===== src/rtl/kst_pkg.sv =====
`timescale 1ns / 1ps
// Package for the k-smallest max-heap tracker: widths, the heap entry type,
// datapath operation codes, controller states and the status bundle.
// No dependencies.
package kst_pkg;

  localparam int CAPACITY_DEF = 16;
  localparam int KEY_W        = 32;
  localparam int POS_W        = 24;
  localparam int SIZE_W       = 5;
  localparam logic [SIZE_W-1:0] SIZE_RESET = 5'd16;

  typedef struct packed {
    logic signed [KEY_W-1:0] key;
    logic [POS_W-1:0]        position;
  } entry_t;

  typedef enum logic [3:0] {
    OP_NONE,
    OP_LOAD,
    OP_START_UP,
    OP_START_DN,
    OP_REJECT,
    OP_RD_PARENT,
    OP_UP_MOVE,
    OP_PLACE,
    OP_RD_LEFT,
    OP_RD_RIGHT,
    OP_DN_MOVE,
    OP_DUMP_START,
    OP_DUMP_RD,
    OP_DUMP_EMIT,
    OP_EMIT_OFFER,
    OP_EMIT_EMPTY
  } dp_op_t;

  typedef enum logic [3:0] {
    ST_IDLE,
    ST_DECIDE,
    ST_UP_CHECK,
    ST_UP_CMP,
    ST_DN_LEFT,
    ST_DN_RIGHT,
    ST_DN_CMP,
    ST_DUMP_RD,
    ST_DUMP_EMIT,
    ST_EMIT_OFFER,
    ST_EMIT_EMPTY
  } ctrl_state_t;

  typedef struct packed {
    logic is_dump;
    logic has_room;
    logic lt_root;
    logic fill_zero;
    logic at_root;
    logic parent_lt;
    logic l_in;
    logic dn_stop;
    logic dump_last;
    logic out_free;
  } stat_t;

endpackage


===== src/rtl/kst_if.sv =====
`timescale 1ns / 1ps
// Valid/ready channel interfaces for the tracker: offer/dump items in,
// result items out. Depends on kst_pkg for field widths.
interface kst_in_if;
  logic                        valid;
  logic                        ready;
  logic                        kind;
  logic signed [kst_pkg::KEY_W-1:0] key;
  logic [kst_pkg::POS_W-1:0]   position;

  modport source (output valid, output kind, output key, output position, input ready);
  modport sink (input valid, input kind, input key, input position, output ready);
endinterface

interface kst_out_if;
  logic                        valid;
  logic                        ready;
  logic                        accepted;
  logic                        valid_res;
  logic signed [kst_pkg::KEY_W-1:0] out_key;
  logic [kst_pkg::POS_W-1:0]   out_position;
  logic                        last;

  modport source (output valid, output accepted, output valid_res, output out_key,
                  output out_position, output last, input ready);
  modport sink (input valid, input accepted, input valid_res, input out_key,
                input out_position, input last, output ready);
endinterface


===== src/rtl/kst_dp.sv =====
`timescale 1ns / 1ps
// Datapath of the tracker: heap memory, root mirror, sift registers, fill
// count, size register and the result register. Depends on kst_pkg.
module kst_dp #(
  parameter int CAPACITY = kst_pkg::CAPACITY_DEF
) (
  input  logic                          clk,
  input  logic                          rst,
  input  kst_pkg::dp_op_t               op,
  output kst_pkg::stat_t                stat,
  input  logic                          in_kind,
  input  logic signed [kst_pkg::KEY_W-1:0] in_key,
  input  logic [kst_pkg::POS_W-1:0]     in_position,
  input  logic                          size_we,
  input  logic [kst_pkg::SIZE_W-1:0]    size_wdata,
  output logic                          out_valid,
  input  logic                          out_ready,
  output logic                          out_accepted,
  output logic                          out_valid_res,
  output logic signed [kst_pkg::KEY_W-1:0] out_key,
  output logic [kst_pkg::POS_W-1:0]     out_position,
  output logic                          out_last
);

  localparam int IW = (CAPACITY > 1) ? $clog2(CAPACITY) : 1;
  localparam int FW = $clog2(CAPACITY + 1);
  localparam int CW = (FW > kst_pkg::SIZE_W) ? FW : kst_pkg::SIZE_W;
  localparam int XW = (IW + 2 > FW) ? IW + 2 : FW;

  kst_pkg::entry_t mem [CAPACITY];
  kst_pkg::entry_t rd_data;
  kst_pkg::entry_t root;
  kst_pkg::entry_t carry;
  kst_pkg::entry_t left;
  logic            kind;
  logic            acc;
  logic [IW-1:0]   idx;
  logic [FW-1:0]   fill;
  logic [kst_pkg::SIZE_W-1:0] heap_size;

  logic            mem_we;
  logic [IW-1:0]   waddr;
  kst_pkg::entry_t wdata;
  logic            mem_re;
  logic [IW-1:0]   raddr;
  logic            out_load;

  logic [CW-1:0]   size_ext;
  logic [CW-1:0]   limit;
  logic [IW-1:0]   parent;
  logic [IW:0]     lchild;
  logic [XW-1:0]   rchild;
  logic            r_in;
  logic            sel_left;
  logic            sel_right;
  logic signed [kst_pkg::KEY_W-1:0] top_key;

  // Limit in force is the size register clamped to 1..CAPACITY.
  always_comb begin
    size_ext = CW'(heap_size);
    if (size_ext == '0) begin
      limit = CW'(1);
    end else if (size_ext > CW'(CAPACITY)) begin
      limit = CW'(CAPACITY);
    end else begin
      limit = size_ext;
    end
  end

  assign parent = IW'((idx - IW'(1)) >> 1);
  assign lchild = {idx, 1'b1};
  assign rchild = XW'(lchild) + XW'(1);
  assign r_in   = rchild < XW'(fill);

  // In the compare state the read register holds the right child.
  assign sel_left  = $signed(left.key) > $signed(carry.key);
  assign top_key   = sel_left ? left.key : carry.key;
  assign sel_right = r_in && ($signed(rd_data.key) > $signed(top_key));

  always_comb begin
    stat.is_dump   = kind;
    stat.has_room  = CW'(fill) < limit;
    stat.lt_root   = $signed(carry.key) < $signed(root.key);
    stat.fill_zero = fill == '0;
    stat.at_root   = idx == '0;
    stat.parent_lt = $signed(rd_data.key) < $signed(carry.key);
    stat.l_in      = XW'(lchild) < XW'(fill);
    stat.dn_stop   = !sel_left && !sel_right;
    stat.dump_last = (FW'(idx) + FW'(1)) == fill;
    stat.out_free  = !out_valid || out_ready;
  end

  always_comb begin
    mem_we = 1'b0;
    waddr  = idx;
    wdata  = carry;
    mem_re = 1'b0;
    raddr  = idx;
    case (op)
      kst_pkg::OP_PLACE: begin
        mem_we = 1'b1;
      end
      kst_pkg::OP_UP_MOVE: begin
        mem_we = 1'b1;
        wdata  = rd_data;
      end
      kst_pkg::OP_DN_MOVE: begin
        mem_we = 1'b1;
        wdata  = sel_right ? rd_data : left;
      end
      kst_pkg::OP_RD_PARENT: begin
        mem_re = 1'b1;
        raddr  = parent;
      end
      kst_pkg::OP_RD_LEFT: begin
        mem_re = 1'b1;
        raddr  = lchild[IW-1:0];
      end
      kst_pkg::OP_RD_RIGHT: begin
        mem_re = r_in;
        raddr  = rchild[IW-1:0];
      end
      kst_pkg::OP_DUMP_RD: begin
        mem_re = 1'b1;
      end
      default: begin
      end
    endcase
  end

  assign out_load = (op == kst_pkg::OP_EMIT_OFFER) || (op == kst_pkg::OP_EMIT_EMPTY) ||
                    (op == kst_pkg::OP_DUMP_EMIT);

  always_ff @(posedge clk) begin
    if (mem_we) begin
      mem[waddr] <= wdata;
    end
    if (mem_re) begin
      rd_data <= mem[raddr];
    end
  end

  always_ff @(posedge clk) begin
    if (mem_we && (waddr == '0)) begin
      root <= wdata;
    end
    case (op)
      kst_pkg::OP_LOAD: begin
        kind           <= in_kind;
        carry.key      <= in_key;
        carry.position <= in_position;
      end
      kst_pkg::OP_START_UP: begin
        idx <= fill[IW-1:0];
        acc <= 1'b1;
      end
      kst_pkg::OP_START_DN: begin
        idx <= '0;
        acc <= 1'b1;
      end
      kst_pkg::OP_REJECT: begin
        acc <= 1'b0;
      end
      kst_pkg::OP_UP_MOVE: begin
        idx <= parent;
      end
      kst_pkg::OP_RD_RIGHT: begin
        left <= rd_data;
      end
      kst_pkg::OP_DN_MOVE: begin
        idx <= sel_right ? rchild[IW-1:0] : lchild[IW-1:0];
      end
      kst_pkg::OP_DUMP_START: begin
        idx <= '0;
      end
      kst_pkg::OP_DUMP_EMIT: begin
        idx <= IW'(idx + IW'(1));
      end
      default: begin
      end
    endcase
  end

  always_ff @(posedge clk) begin
    if (rst) begin
      fill      <= '0;
      heap_size <= kst_pkg::SIZE_RESET;
    end else begin
      if (op == kst_pkg::OP_START_UP) begin
        fill <= FW'(fill + FW'(1));
      end
      if (size_we) begin
        heap_size <= size_wdata;
      end
    end
  end

  always_ff @(posedge clk) begin
    if (rst) begin
      out_valid <= 1'b0;
    end else if (out_load) begin
      out_valid <= 1'b1;
    end else if (out_ready) begin
      out_valid <= 1'b0;
    end
  end

  always_ff @(posedge clk) begin
    case (op)
      kst_pkg::OP_EMIT_OFFER: begin
        out_accepted  <= acc;
        out_valid_res <= 1'b1;
        out_key       <= root.key;
        out_position  <= root.position;
        out_last      <= 1'b1;
      end
      kst_pkg::OP_DUMP_EMIT: begin
        out_accepted  <= 1'b0;
        out_valid_res <= 1'b1;
        out_key       <= rd_data.key;
        out_position  <= rd_data.position;
        out_last      <= stat.dump_last;
      end
      kst_pkg::OP_EMIT_EMPTY: begin
        out_accepted  <= 1'b0;
        out_valid_res <= 1'b0;
        out_key       <= '0;
        out_position  <= '0;
        out_last      <= 1'b1;
      end
      default: begin
      end
    endcase
  end

  // The root mirror must follow every write to the top of the heap.
  a_root_mirror: assert property (@(posedge clk) disable iff (rst)
    (mem_we && (waddr == '0)) |=> (root == $past(wdata)))
    else $error("root register out of step with heap entry zero");

  a_append_room: assert property (@(posedge clk) disable iff (rst)
    (op == kst_pkg::OP_START_UP) |-> stat.has_room)
    else $error("append started on a full heap");

  a_fill_step: assert property (@(posedge clk) disable iff (rst)
    (op == kst_pkg::OP_START_UP) |=> (fill == FW'($past(fill) + FW'(1))))
    else $error("fill count did not advance on append");

  a_out_free: assert property (@(posedge clk) disable iff (rst)
    out_load |-> (!out_valid || out_ready))
    else $error("result register overwritten before it was taken");

endmodule


===== src/rtl/kst_ctrl.sv =====
`timescale 1ns / 1ps
// Controller state machine of the tracker: sequences load, sift-up,
// sift-down, dump and result steps of the datapath. Depends on kst_pkg.
module kst_ctrl (
  input  logic            clk,
  input  logic            rst,
  input  logic            in_valid,
  output logic            in_ready,
  input  kst_pkg::stat_t  stat,
  output kst_pkg::dp_op_t op
);

  kst_pkg::ctrl_state_t state;
  kst_pkg::ctrl_state_t state_next;

  always_ff @(posedge clk) begin
    if (rst) begin
      state <= kst_pkg::ST_IDLE;
    end else begin
      state <= state_next;
    end
  end

  always_comb begin
    state_next = state;
    case (state)
      kst_pkg::ST_IDLE: begin
        if (in_valid) state_next = kst_pkg::ST_DECIDE;
      end
      kst_pkg::ST_DECIDE: begin
        if (stat.is_dump) begin
          state_next = stat.fill_zero ? kst_pkg::ST_EMIT_EMPTY : kst_pkg::ST_DUMP_RD;
        end else if (stat.has_room) begin
          state_next = kst_pkg::ST_UP_CHECK;
        end else if (stat.lt_root) begin
          state_next = kst_pkg::ST_DN_LEFT;
        end else begin
          state_next = kst_pkg::ST_EMIT_OFFER;
        end
      end
      kst_pkg::ST_UP_CHECK: begin
        state_next = stat.at_root ? kst_pkg::ST_EMIT_OFFER : kst_pkg::ST_UP_CMP;
      end
      kst_pkg::ST_UP_CMP: begin
        state_next = stat.parent_lt ? kst_pkg::ST_UP_CHECK : kst_pkg::ST_EMIT_OFFER;
      end
      kst_pkg::ST_DN_LEFT: begin
        state_next = stat.l_in ? kst_pkg::ST_DN_RIGHT : kst_pkg::ST_EMIT_OFFER;
      end
      kst_pkg::ST_DN_RIGHT: begin
        state_next = kst_pkg::ST_DN_CMP;
      end
      kst_pkg::ST_DN_CMP: begin
        state_next = stat.dn_stop ? kst_pkg::ST_EMIT_OFFER : kst_pkg::ST_DN_LEFT;
      end
      kst_pkg::ST_DUMP_RD: begin
        state_next = kst_pkg::ST_DUMP_EMIT;
      end
      kst_pkg::ST_DUMP_EMIT: begin
        if (stat.out_free) begin
          state_next = stat.dump_last ? kst_pkg::ST_IDLE : kst_pkg::ST_DUMP_RD;
        end
      end
      kst_pkg::ST_EMIT_OFFER, kst_pkg::ST_EMIT_EMPTY: begin
        if (stat.out_free) state_next = kst_pkg::ST_IDLE;
      end
      default: begin
        state_next = kst_pkg::ST_IDLE;
      end
    endcase
  end

  always_comb begin
    op       = kst_pkg::OP_NONE;
    in_ready = 1'b0;
    case (state)
      kst_pkg::ST_IDLE: begin
        in_ready = 1'b1;
        if (in_valid) op = kst_pkg::OP_LOAD;
      end
      kst_pkg::ST_DECIDE: begin
        if (stat.is_dump) begin
          op = stat.fill_zero ? kst_pkg::OP_NONE : kst_pkg::OP_DUMP_START;
        end else if (stat.has_room) begin
          op = kst_pkg::OP_START_UP;
        end else if (stat.lt_root) begin
          op = kst_pkg::OP_START_DN;
        end else begin
          op = kst_pkg::OP_REJECT;
        end
      end
      kst_pkg::ST_UP_CHECK: begin
        op = stat.at_root ? kst_pkg::OP_PLACE : kst_pkg::OP_RD_PARENT;
      end
      kst_pkg::ST_UP_CMP: begin
        op = stat.parent_lt ? kst_pkg::OP_UP_MOVE : kst_pkg::OP_PLACE;
      end
      kst_pkg::ST_DN_LEFT: begin
        op = stat.l_in ? kst_pkg::OP_RD_LEFT : kst_pkg::OP_PLACE;
      end
      kst_pkg::ST_DN_RIGHT: begin
        op = kst_pkg::OP_RD_RIGHT;
      end
      kst_pkg::ST_DN_CMP: begin
        op = stat.dn_stop ? kst_pkg::OP_PLACE : kst_pkg::OP_DN_MOVE;
      end
      kst_pkg::ST_DUMP_RD: begin
        op = kst_pkg::OP_DUMP_RD;
      end
      kst_pkg::ST_DUMP_EMIT: begin
        if (stat.out_free) op = kst_pkg::OP_DUMP_EMIT;
      end
      kst_pkg::ST_EMIT_OFFER: begin
        if (stat.out_free) op = kst_pkg::OP_EMIT_OFFER;
      end
      kst_pkg::ST_EMIT_EMPTY: begin
        if (stat.out_free) op = kst_pkg::OP_EMIT_EMPTY;
      end
      default: begin
      end
    endcase
  end

  // Every sift ends by placing the carried entry before its result is sent.
  a_up_end: assert property (@(posedge clk) disable iff (rst)
    ((state == kst_pkg::ST_UP_CMP) && !stat.parent_lt) |-> (op == kst_pkg::OP_PLACE))
    else $error("sift-up ended without placing the entry");

  a_dn_end: assert property (@(posedge clk) disable iff (rst)
    ((state == kst_pkg::ST_DN_CMP) && stat.dn_stop) |=>
      (state == kst_pkg::ST_EMIT_OFFER))
    else $error("sift-down stop did not lead to the result");

  a_busy: assert property (@(posedge clk) disable iff (rst)
    (op == kst_pkg::OP_LOAD) |=> !in_ready)
    else $error("new transaction taken while one is in work");

endmodule


===== src/rtl/k_smallest_max_heap_tracker_top.sv =====
`timescale 1ns / 1ps
// Top level of the k-smallest max-heap tracker: controller plus datapath.
// Depends on kst_pkg, kst_in_if/kst_out_if, kst_ctrl and kst_dp.
//
//   Port             Dir   Carries
//   item             in    kind, key, position (valid/ready)
//   result           out   accepted, valid_res, out_key, out_position, last
//   heap_size_we/    in    write of the heap_size register
//   heap_size_wdata
//
// An item is taken only when the controller is idle; one transaction is worked
// at a time, through a single-port heap memory with a registered read.
// Offer: a rejected offer goes straight to its result. An append sifts up from
// the fill position, moving each smaller parent down, then places the entry. A
// replace sifts down from the root, moving the larger child up while it exceeds
// the entry, then places it. Dump: each held entry is read and emitted in turn.
// Results wait in an output register, so the next transaction is taken while a
// result is still held; a result that finds the register held stalls its item.
// Synchronous reset empties the heap and sets heap_size to 16; no clearing pass.
module k_smallest_max_heap_tracker_top #(
  parameter int CAPACITY = kst_pkg::CAPACITY_DEF
) (
  input  logic                       clk,
  input  logic                       rst,
  kst_in_if.sink                     item,
  kst_out_if.source                  result,
  input  logic                       heap_size_we,
  input  logic [kst_pkg::SIZE_W-1:0] heap_size_wdata
);

  kst_pkg::dp_op_t op;
  kst_pkg::stat_t  stat;

  kst_ctrl u_ctrl (
    .clk      (clk),
    .rst      (rst),
    .in_valid (item.valid),
    .in_ready (item.ready),
    .stat     (stat),
    .op       (op)
  );

  kst_dp #(
    .CAPACITY (CAPACITY)
  ) u_dp (
    .clk           (clk),
    .rst           (rst),
    .op            (op),
    .stat          (stat),
    .in_kind       (item.kind),
    .in_key        (item.key),
    .in_position   (item.position),
    .size_we       (heap_size_we),
    .size_wdata    (heap_size_wdata),
    .out_valid     (result.valid),
    .out_ready     (result.ready),
    .out_accepted  (result.accepted),
    .out_valid_res (result.valid_res),
    .out_key       (result.out_key),
    .out_position  (result.out_position),
    .out_last      (result.last)
  );

endmodule

===== src/flat_wrapper.sv =====
// flat-port wrapper written by rule: the top's interface ports become plain ports
module k_smallest_max_heap_tracker_top_flat 
#(
  parameter int CAPACITY = kst_pkg::CAPACITY_DEF
)
  (clk, rst, heap_size_we, heap_size_wdata, item_valid, item_kind, item_key, item_position, item_ready, result_valid, result_accepted, result_valid_res, result_out_key, result_out_position, result_last, result_ready);
  kst_in_if item_i ();
  kst_out_if result_i ();
  input  logic clk;
  input  logic rst;
  input  logic heap_size_we;
  input  logic [kst_pkg::SIZE_W-1:0] heap_size_wdata;
  input wire logic [$bits(item_i.valid)-1:0] item_valid;
  input wire logic [$bits(item_i.kind)-1:0] item_kind;
  input wire logic [$bits(item_i.key)-1:0] item_key;
  input wire logic [$bits(item_i.position)-1:0] item_position;
  output wire logic [$bits(item_i.ready)-1:0] item_ready;
  output wire logic [$bits(result_i.valid)-1:0] result_valid;
  output wire logic [$bits(result_i.accepted)-1:0] result_accepted;
  output wire logic [$bits(result_i.valid_res)-1:0] result_valid_res;
  output wire logic [$bits(result_i.out_key)-1:0] result_out_key;
  output wire logic [$bits(result_i.out_position)-1:0] result_out_position;
  output wire logic [$bits(result_i.last)-1:0] result_last;
  input wire logic [$bits(result_i.ready)-1:0] result_ready;
  assign item_i.valid = item_valid;
  assign item_i.kind = item_kind;
  assign item_i.key = item_key;
  assign item_i.position = item_position;
  assign item_ready = item_i.ready;
  assign result_valid = result_i.valid;
  assign result_accepted = result_i.accepted;
  assign result_valid_res = result_i.valid_res;
  assign result_out_key = result_i.out_key;
  assign result_out_position = result_i.out_position;
  assign result_last = result_i.last;
  assign result_i.ready = result_ready;
  k_smallest_max_heap_tracker_top #(.CAPACITY(CAPACITY)) u_core (.clk(clk), .rst(rst), .item(item_i), .result(result_i), .heap_size_we(heap_size_we), .heap_size_wdata(heap_size_wdata));
endmodule

===== config.mk =====
export PLATFORM = sky130hd
export DESIGN_NAME = k_smallest_max_heap_tracker_top_flat
export DESIGN_NICKNAME = d
export VERILOG_FILES = /design/src/rtl/kst_pkg.sv /design/src/rtl/kst_if.sv /design/src/rtl/kst_dp.sv /design/src/rtl/kst_ctrl.sv /design/src/rtl/k_smallest_max_heap_tracker_top.sv /design/src/flat_wrapper.sv
export SDC_FILE = /design/constraint.sdc
export NUM_CORES = 2
export LEC_CHECK = 0
export BUFFER_PORTS_ARGS = -buffer_cell sky130_fd_sc_hd__buf_2
export CORE_ASPECT_RATIO = 1.5
export CORE_UTILIZATION = 56
export CTS_CLUSTER_DIAMETER = 60
export DETAILED_ROUTE_END_ITERATION = 10
export HOLD_SLACK_MARGIN = 0.08
export PLACE_DENSITY_LB_ADDON = 0.2
export SYNTH_ARGS = -nofsm -noshare
export SYNTH_HDL_FRONTEND = slang
export SYNTH_SLANG_ARGS = --single-unit

===== constraint.sdc =====
create_clock -name clk -period 11.35 [get_ports clk]
set_clock_uncertainty 0.1 [all_clocks]
set_input_delay 0 -clock clk [delete_from_list [all_inputs] [get_ports clk]]
set_output_delay 0 -clock clk [all_outputs]
set_load 0.05 [all_outputs]

# Word-level counts from Yosys, hierarchy flattened
# Memory sizes are Yosys's and may differ from the RTL's. A register that Yosys moved wholly into a read port is not among the register bits.
# Cells that the tools add are included.
# Widths: inputs -> output; s select.
dict set report classes {
  addsub 5
  n_lt_le_gt_ge 8
  eq_ne 29
  n_mux 47
  reduce_logical 29
}
# op n
set op_table {}
lappend op_table {{$pmux 56 s2} 1}
lappend op_table {{$pmux 32 s3} 1}
lappend op_table {{$mux 4} 19}
lappend op_table {{$pmux 24 s3} 1}
lappend op_table {{$gt 32x32->1} 2}
lappend op_table {{$lt 32x32->1} 2}
lappend op_table {{$mux 56} 1}
lappend op_table {{$eq 4x4->1 const B} 11}
lappend op_table {{$pmux 4 s11} 1}
lappend op_table {{$pmux 4 s10} 1}
lappend op_table {{$eq 4x3->1 const B} 8}
lappend op_table {{$mux 32} 1}
lappend op_table {{$pmux 4 s5} 1}
lappend op_table {{$eq 4x2->1 const B} 4}
lappend op_table {{$pmux 4 s3} 1}
lappend op_table {{$reduce_or 2->1} 6}
lappend op_table {{$logic_not 5->1} 2}
lappend op_table {{$lt 5x5->1} 2}
lappend op_table {{$mux 5} 2}
lappend op_table {{$pmux 1 s2} 5}
lappend op_table {{$reduce_bool 2->1} 5}
lappend op_table {{$mux 3} 3}
lappend op_table {{$eq 4x1->1 const B} 2}
lappend op_table {{$logic_not 4->1} 2}
lappend op_table {{other kinds (19)} 34}
dict set report word_totals {
  register_bits 248
  ram_bits 896
  input_bits 67
  out_inout_bits 61
  wordCells 137
  n_memories 1
}
# memory depth word_bits rd rd_ports_with_merged_regs write_ports line_no
set memory_table {}
lappend memory_table {u_core.u_dp.mem 16 56 1 1 1 kst_dp.sv:30} ;# kst_pkg::entry_t mem [CAPACITY];

# Logic depth before layout (Yosys ltp)
dict set report logic_depth {
  ltp_word 13
  ltp_mapped 29
  mapped_depth_nobuf 24
}

# Cells and area by module
# From an unflattened synthesis, not the netlist that was laid out.
dict set report unflattened {
  cells_unflattened 2991
  area_unflattened_um2 49995.4
}
# module n_inst cells_each area_per_inst_um2 seq_area_each_um2
set by_module_without_submodules {}
lappend by_module_without_submodules {kst_dp 1 2900 49339.8 34122.7}
lappend by_module_without_submodules {kst_ctrl 1 91 655.6 80.1}

# Worst setup path before layout
# Ideal clock, no wire load.
dict set report synth_path {
  path_kind {reg2reg}
  from {reg u_core.u_dp.carry[38] (netlist bit)}
  to {reg, netlist name u_core.u_dp.rd_data[0]}
  setup_time_ps 490
  t_arrival_ps 7579
  required_ps 10760
  path_slack_ps 3182
  path_stages_with_launch 23
  n_path_buf 2
  synth_period_minus_slack_ps 8168
  cell_sequence {edfxtp_1 -> inv_1 -> ha_1 -> a21oi_1 -> nand2_1 -> a221o_1 -> a211o_1 -> a21oi_1 -> mux2i_1 -> clkbuf_1 -> clkbuf_1 -> a21oi_1 -> ha_1 -> nand4_1 -> nor4_2 -> nor2_1 -> o31a_1 -> a311oi_4 -> or3_4 -> and2_1 -> nand2_1 -> o21a_1 -> o22ai_1}
}
dict set report synth_via {
  elab_chain_len 11
  elab_cells_between_ends 22
  classes_between {4 x order compare; 4 x eq/ne; 9 x mux; 5 x reduce/logical}
}
# element line_no
set synth_rtl {}
lappend synth_rtl {{start: declaration} kst_dp.sv:33} ;# kst_pkg::entry_t carry;
lappend synth_rtl {{$gt 32x32->1} kst_dp.sv:76} ;# assign sel_left = $signed(left.key) > $signed(carry.key);
lappend synth_rtl {{$mux 32} kst_dp.sv:77} ;# assign top_key = sel_left ? left.key : carry.key;
lappend synth_rtl {{$gt 32x32->1} kst_dp.sv:78} ;# assign sel_right = r_in && ($signed(rd_data.key) > $signed(top_key));
lappend synth_rtl {{$logic_and 1x1->1} kst_dp.sv:78}
lappend synth_rtl {{$logic_not 1->1} kst_dp.sv:88} ;# stat.dn_stop = !sel_left && !sel_right;
lappend synth_rtl {{$logic_and 1x1->1} kst_dp.sv:88}
lappend synth_rtl {{$mux 4} kst_ctrl.sv:105} ;# op = stat.dn_stop ? kst_pkg::OP_PLACE : kst_pkg::OP_DN_MOVE;
lappend synth_rtl {{$pmux 4 s11 (*)} kst_ctrl.sv:76} ;# case (state)
lappend synth_rtl {{$eq 4x4->1 or $eq 4x3->1 (tied branches)} kst_dp.sv:99} ;# case (op)
lappend synth_rtl {{$reduce_or 3->1 (no source line)} n/a}
lappend synth_rtl {{$pmux 1 s2 (*)} kst_dp.sv:99}
lappend synth_rtl {{named net u_core.u_dp.mem_re} kst_dp.sv:44} ;# logic mem_re;
# The timed path passes the listed nets; every way through them passes the cells marked *.
# A chain may end at the register's enable or synchronous reset.

# Worst setup path after layout
dict set report layout_path {
  from {reg u_core.u_dp.carry[55] (netlist bit)}
  to {reg, netlist name u_core.u_dp.rd_data[44]}
}
dict set report layout_via {
  elab_chain_len 11
  elab_cells_between_ends 22
  classes_between {4 x order compare; 4 x eq/ne; 9 x mux; 5 x reduce/logical}
}
# element line_no
set layout_rtl {}
lappend layout_rtl {{$gt 32x32->1} kst_dp.sv:76}
lappend layout_rtl {{$mux 32} kst_dp.sv:77}
lappend layout_rtl {{$gt 32x32->1} kst_dp.sv:78}
lappend layout_rtl {{$logic_and 1x1->1} kst_dp.sv:78}
lappend layout_rtl {{$logic_not 1->1} kst_dp.sv:88}
lappend layout_rtl {{$logic_and 1x1->1} kst_dp.sv:88}
lappend layout_rtl {{$mux 4} kst_ctrl.sv:105}
lappend layout_rtl {{$pmux 4 s11 (*)} kst_ctrl.sv:76}
lappend layout_rtl {{$eq 4x4->1 or $eq 4x3->1 (tied branches)} kst_dp.sv:99}
lappend layout_rtl {{$reduce_or 3->1 (no source line)} n/a}
lappend layout_rtl {{$pmux 1 s2} kst_dp.sv:99}
# Mark *: on every way between the ends. The rest lies on a longest branch, timed or not.

==> impl_metrics.toml <==
[status]
outcome = "complete, no violations"

[setup_path]
cp_max_fo = 88
critical_path.max_stage_delay_ns = 0.83
slowest_stage = "nand2_1"
worstSetupEndpointType = "register"
crit_type = "register to register"
start_kind = "register"
cp.arrival_ns = 10.22
cpMostUsedCell = "a21oi_1"
cp_data_required_time_ns = 11.68
cp_cell_sequence = "inv_1, ha_1, nand4_1, nor4_1, a21oi_1, mux2i_4, buf_12, a21oi_1, ha_1, nand4_1, nor4_2, nand3_1, a21oi_1, a311oi_4, or3_4, a31oi_4, mux2_8, a211oi_4, buf_4, nand2_1, o22ai_1, nor3_1"

[sta]
max-slew-margin-rel = 0.155
fmax_mhz = 101
setup_viol = 0
finalHoldViolCount = 0
period_minus_slack_ns = 9.89
setup_tns_ns = 0
fin_crit_sh = 0.871
rsz0062_at_grt = "no"
drv_slew = 0
worst_slew_pin_slew_ns = 1.27

[job]
drv_cap = 0

[layout]
nets = 3783
syn_to_final_growth_pct = 14.2
finalNonFillerCells = 4777
diodes = 0
drive_gt1_frac = 0.124

[yosys]
netlist_area_sq_mm = 0.0478
syn_avg_cell_area_sq_um = 14.4
synth_cell_types = 84
synth_edf_count = 1129
synth_cells = 3311
synth.net_count = 3523
synth_warnings = 0
yosys_register_bits = 1144
async_reset_ff_frac = 0
synthFlopType = "edfxtp_1"
ys_seq_area_frac = 0.716

[global_route]
grt_max_degree = 134
grt_pass1_vias = 31485
antenna_found_initial = 1
track_usage = 0.323
grt_pass1_wl_microns = 202000
grt-ovfl-total = 0

[die]
pin_count = 128
initial_core_util = 0.568
die_w_microns = 241
core_region_area_sq_mm = 0.0841
dieArea_sq_mm = 0.0866
placementRows = 130
fp.dieH_microns = 360

[clocking]
clk_latency_ns = 0.72
tritoncts = "built"
cts_hold_buffers = 140
cts_setup_buffers = 0
cts.htree.levels = 3
root_buffer = "clkbuf_16"
clock_path_buffers = 3
path_clk_slew_ns = 0.06
numCtsBuffers = 104
clock-sinks = 1144
cts_resized = 0

[placement]
portBuffers = 127
place_congestion = 0.914
dp_cells = 4447
dpl.hpwl_microns = 76300

[route]
via_per_inst = 6.50
drt-pass1-iter-count = 8
vias = 31044
drc_errors = 0
avgRoutedWirePerCell_microns = 29.1
antenna_left = 0
totalWireLength_microns = 139000
drtIter0Drc = 3941

[power]
finalPower_w = 0.0155
ir_drop_v = 0.000434
power.density_mw_per_mm2 = 283
leakage_nw = 19.1

[worst_hold_path]
hold_class = "primary input to register"
## kinds of logic after synthesis
kind of cell | after synthesis | share of synthesized area
simple gates | 970 | 0.0901
flops | 1144 | 0.716
buf+inv | 324 | 0.0290
xor+xnor | 11 | 0.00202
fa+ha+maj | 145 | 0.0380
compound gates | 595 | 0.0983
mux | 122 | 0.0271
## registers in the layout (all words and copies together), names as in the netlist
| signal | cells |
|---|---|
| u_core.u_dp.out_accepted | 1 |
| u_core.u_dp.out_last | 1 |
| u_core.u_dp.rd_data | 56 |
| u_core.u_dp.out_valid_res | 1 |
| u_core.u_dp.idx | 4 |
| u_core.u_dp.out_valid | 1 |
| u_core.u_dp.left | 56 |
| u_core.u_dp.acc | 1 |
| u_core.u_dp.root | 54 |
| u_core.u_dp.out_key | 32 |
| u_core.u_dp.carry | 56 |
| u_core.u_dp.fill | 5 |
| u_core.u_ctrl.state | 4 |
| u_core.u_dp.out_position | 24 |
| u_core.u_dp.mem | 842 |
| u_core.u_dp.kind | 1 |
| u_core.u_dp.heap_size | 5 |
## Yosys cell counts (58+ instances only)
cell type	count	area, sq um
nand3_1	197	986
clkbuf_1	84	315
ha_1	145	1810
o21ai_0	60	300
inv_1	157	589
nor2_1	112	420
nor3_1	70	350
buf_2	58	290
nand2_1	499	1870
mux2i_1	80	801
a21oi_1	94	470
a32oi_1	72	631
edfxtp_1	1129	33900
## where the power goes
part | switching, W | leakage, nW | internal (W)
registers | 0.000319 | 10.3 | 0.00555
clock network | 0.00158 | 1.68 | 0.00202
logic | 0.00422 | 7.09 | 0.00178
total | 0.00612 | 19.1 | 0.00935
## worst paths after layout
path	slack [ns]	from	end	depth (start not counted)
worst min register to register	0.39	u_core.u_dp.rd_data[7]	u_core.u_dp.left[7]	0
worst max register to register	1.46	u_core.u_dp.carry[55]	u_core.u_dp.rd_data[44]	22
worst max-delay path	1.46	u_core.u_dp.carry[55]	u_core.u_dp.rd_data[44]	22
worst min-delay path	0.13	rst	u_core.u_dp.fill[0]	3
## stage by stage
step / util / worst slack, ns / hold slack (ns) / cell area [sq um]
final: 0.649 / 1.46 / 0.133 / 54600
after global routing: 0.649 / 1.18 / 0.160 / 54600
after CTS: 0.649 / 1.59 / 0.0883 / 54600
after detailed placement: 0.591 / 1.64 / 0.0781 / 49700
after global placement: 0.591 / 1.76 / 0.0775 / 49700
after floorplan: - / 3.18 / -0.0309 / 47800
## final cells by class
cell class / instances / area, sq um
inverters: 157 / 589
clock inverters: 70 / 756
fillers: 6006 / 29500
flip-flops and latches: 1144 / 34200
clock buffers: 120 / 2710
repair buffers: 321 / 2490
well taps: 1122 / 1400
multi-input cells: 1843 / 12500
## per-layer routing
metal | GRT usage | part of all wire
met5 | 0 | 0.00011
met4 | 0.170 | 0.051
met3 | 0.0501 | 0.089
met2 | 0.530 | 0.49
met1 | 0.415 | 0.37
## worst max-delay path: cells and delay by family (launching register included)
| family | cells | cell delay (ns) |
|---|---|---|
| mux | 2 | 1.41 |
| compound gates | 7 | 2.09 |
| flops | 1 | 0.51 |
| fa+ha+maj | 2 | 0.79 |
| simple gates | 8 | 3.65 |
| buf+inv | 3 | 1.01 |
## cell usage in the layout (no fill, tap or decap), types with 20 or more instances in the layout
cell	instances
edfxtp_1	1129
nand2_1	499
nand3_1	196
inv_1	156
ha_1	145
dlygate4sd3_1	140
buf_2	127
clkbuf_16	106
nor2_1	98
a21oi_1	93
mux2i_1	79
a32oi_1	72
nor3_1	66
o21ai_0	60
a222oi_1	57
a22o_1	56
buf_4	50
o211ai_1	45
mux2_2	38
o221ai_1	38
o22a_1	35
nand4_1	29
o221ai_2	20
clkinv_2	20
Power figures use the tool's default switching activity.
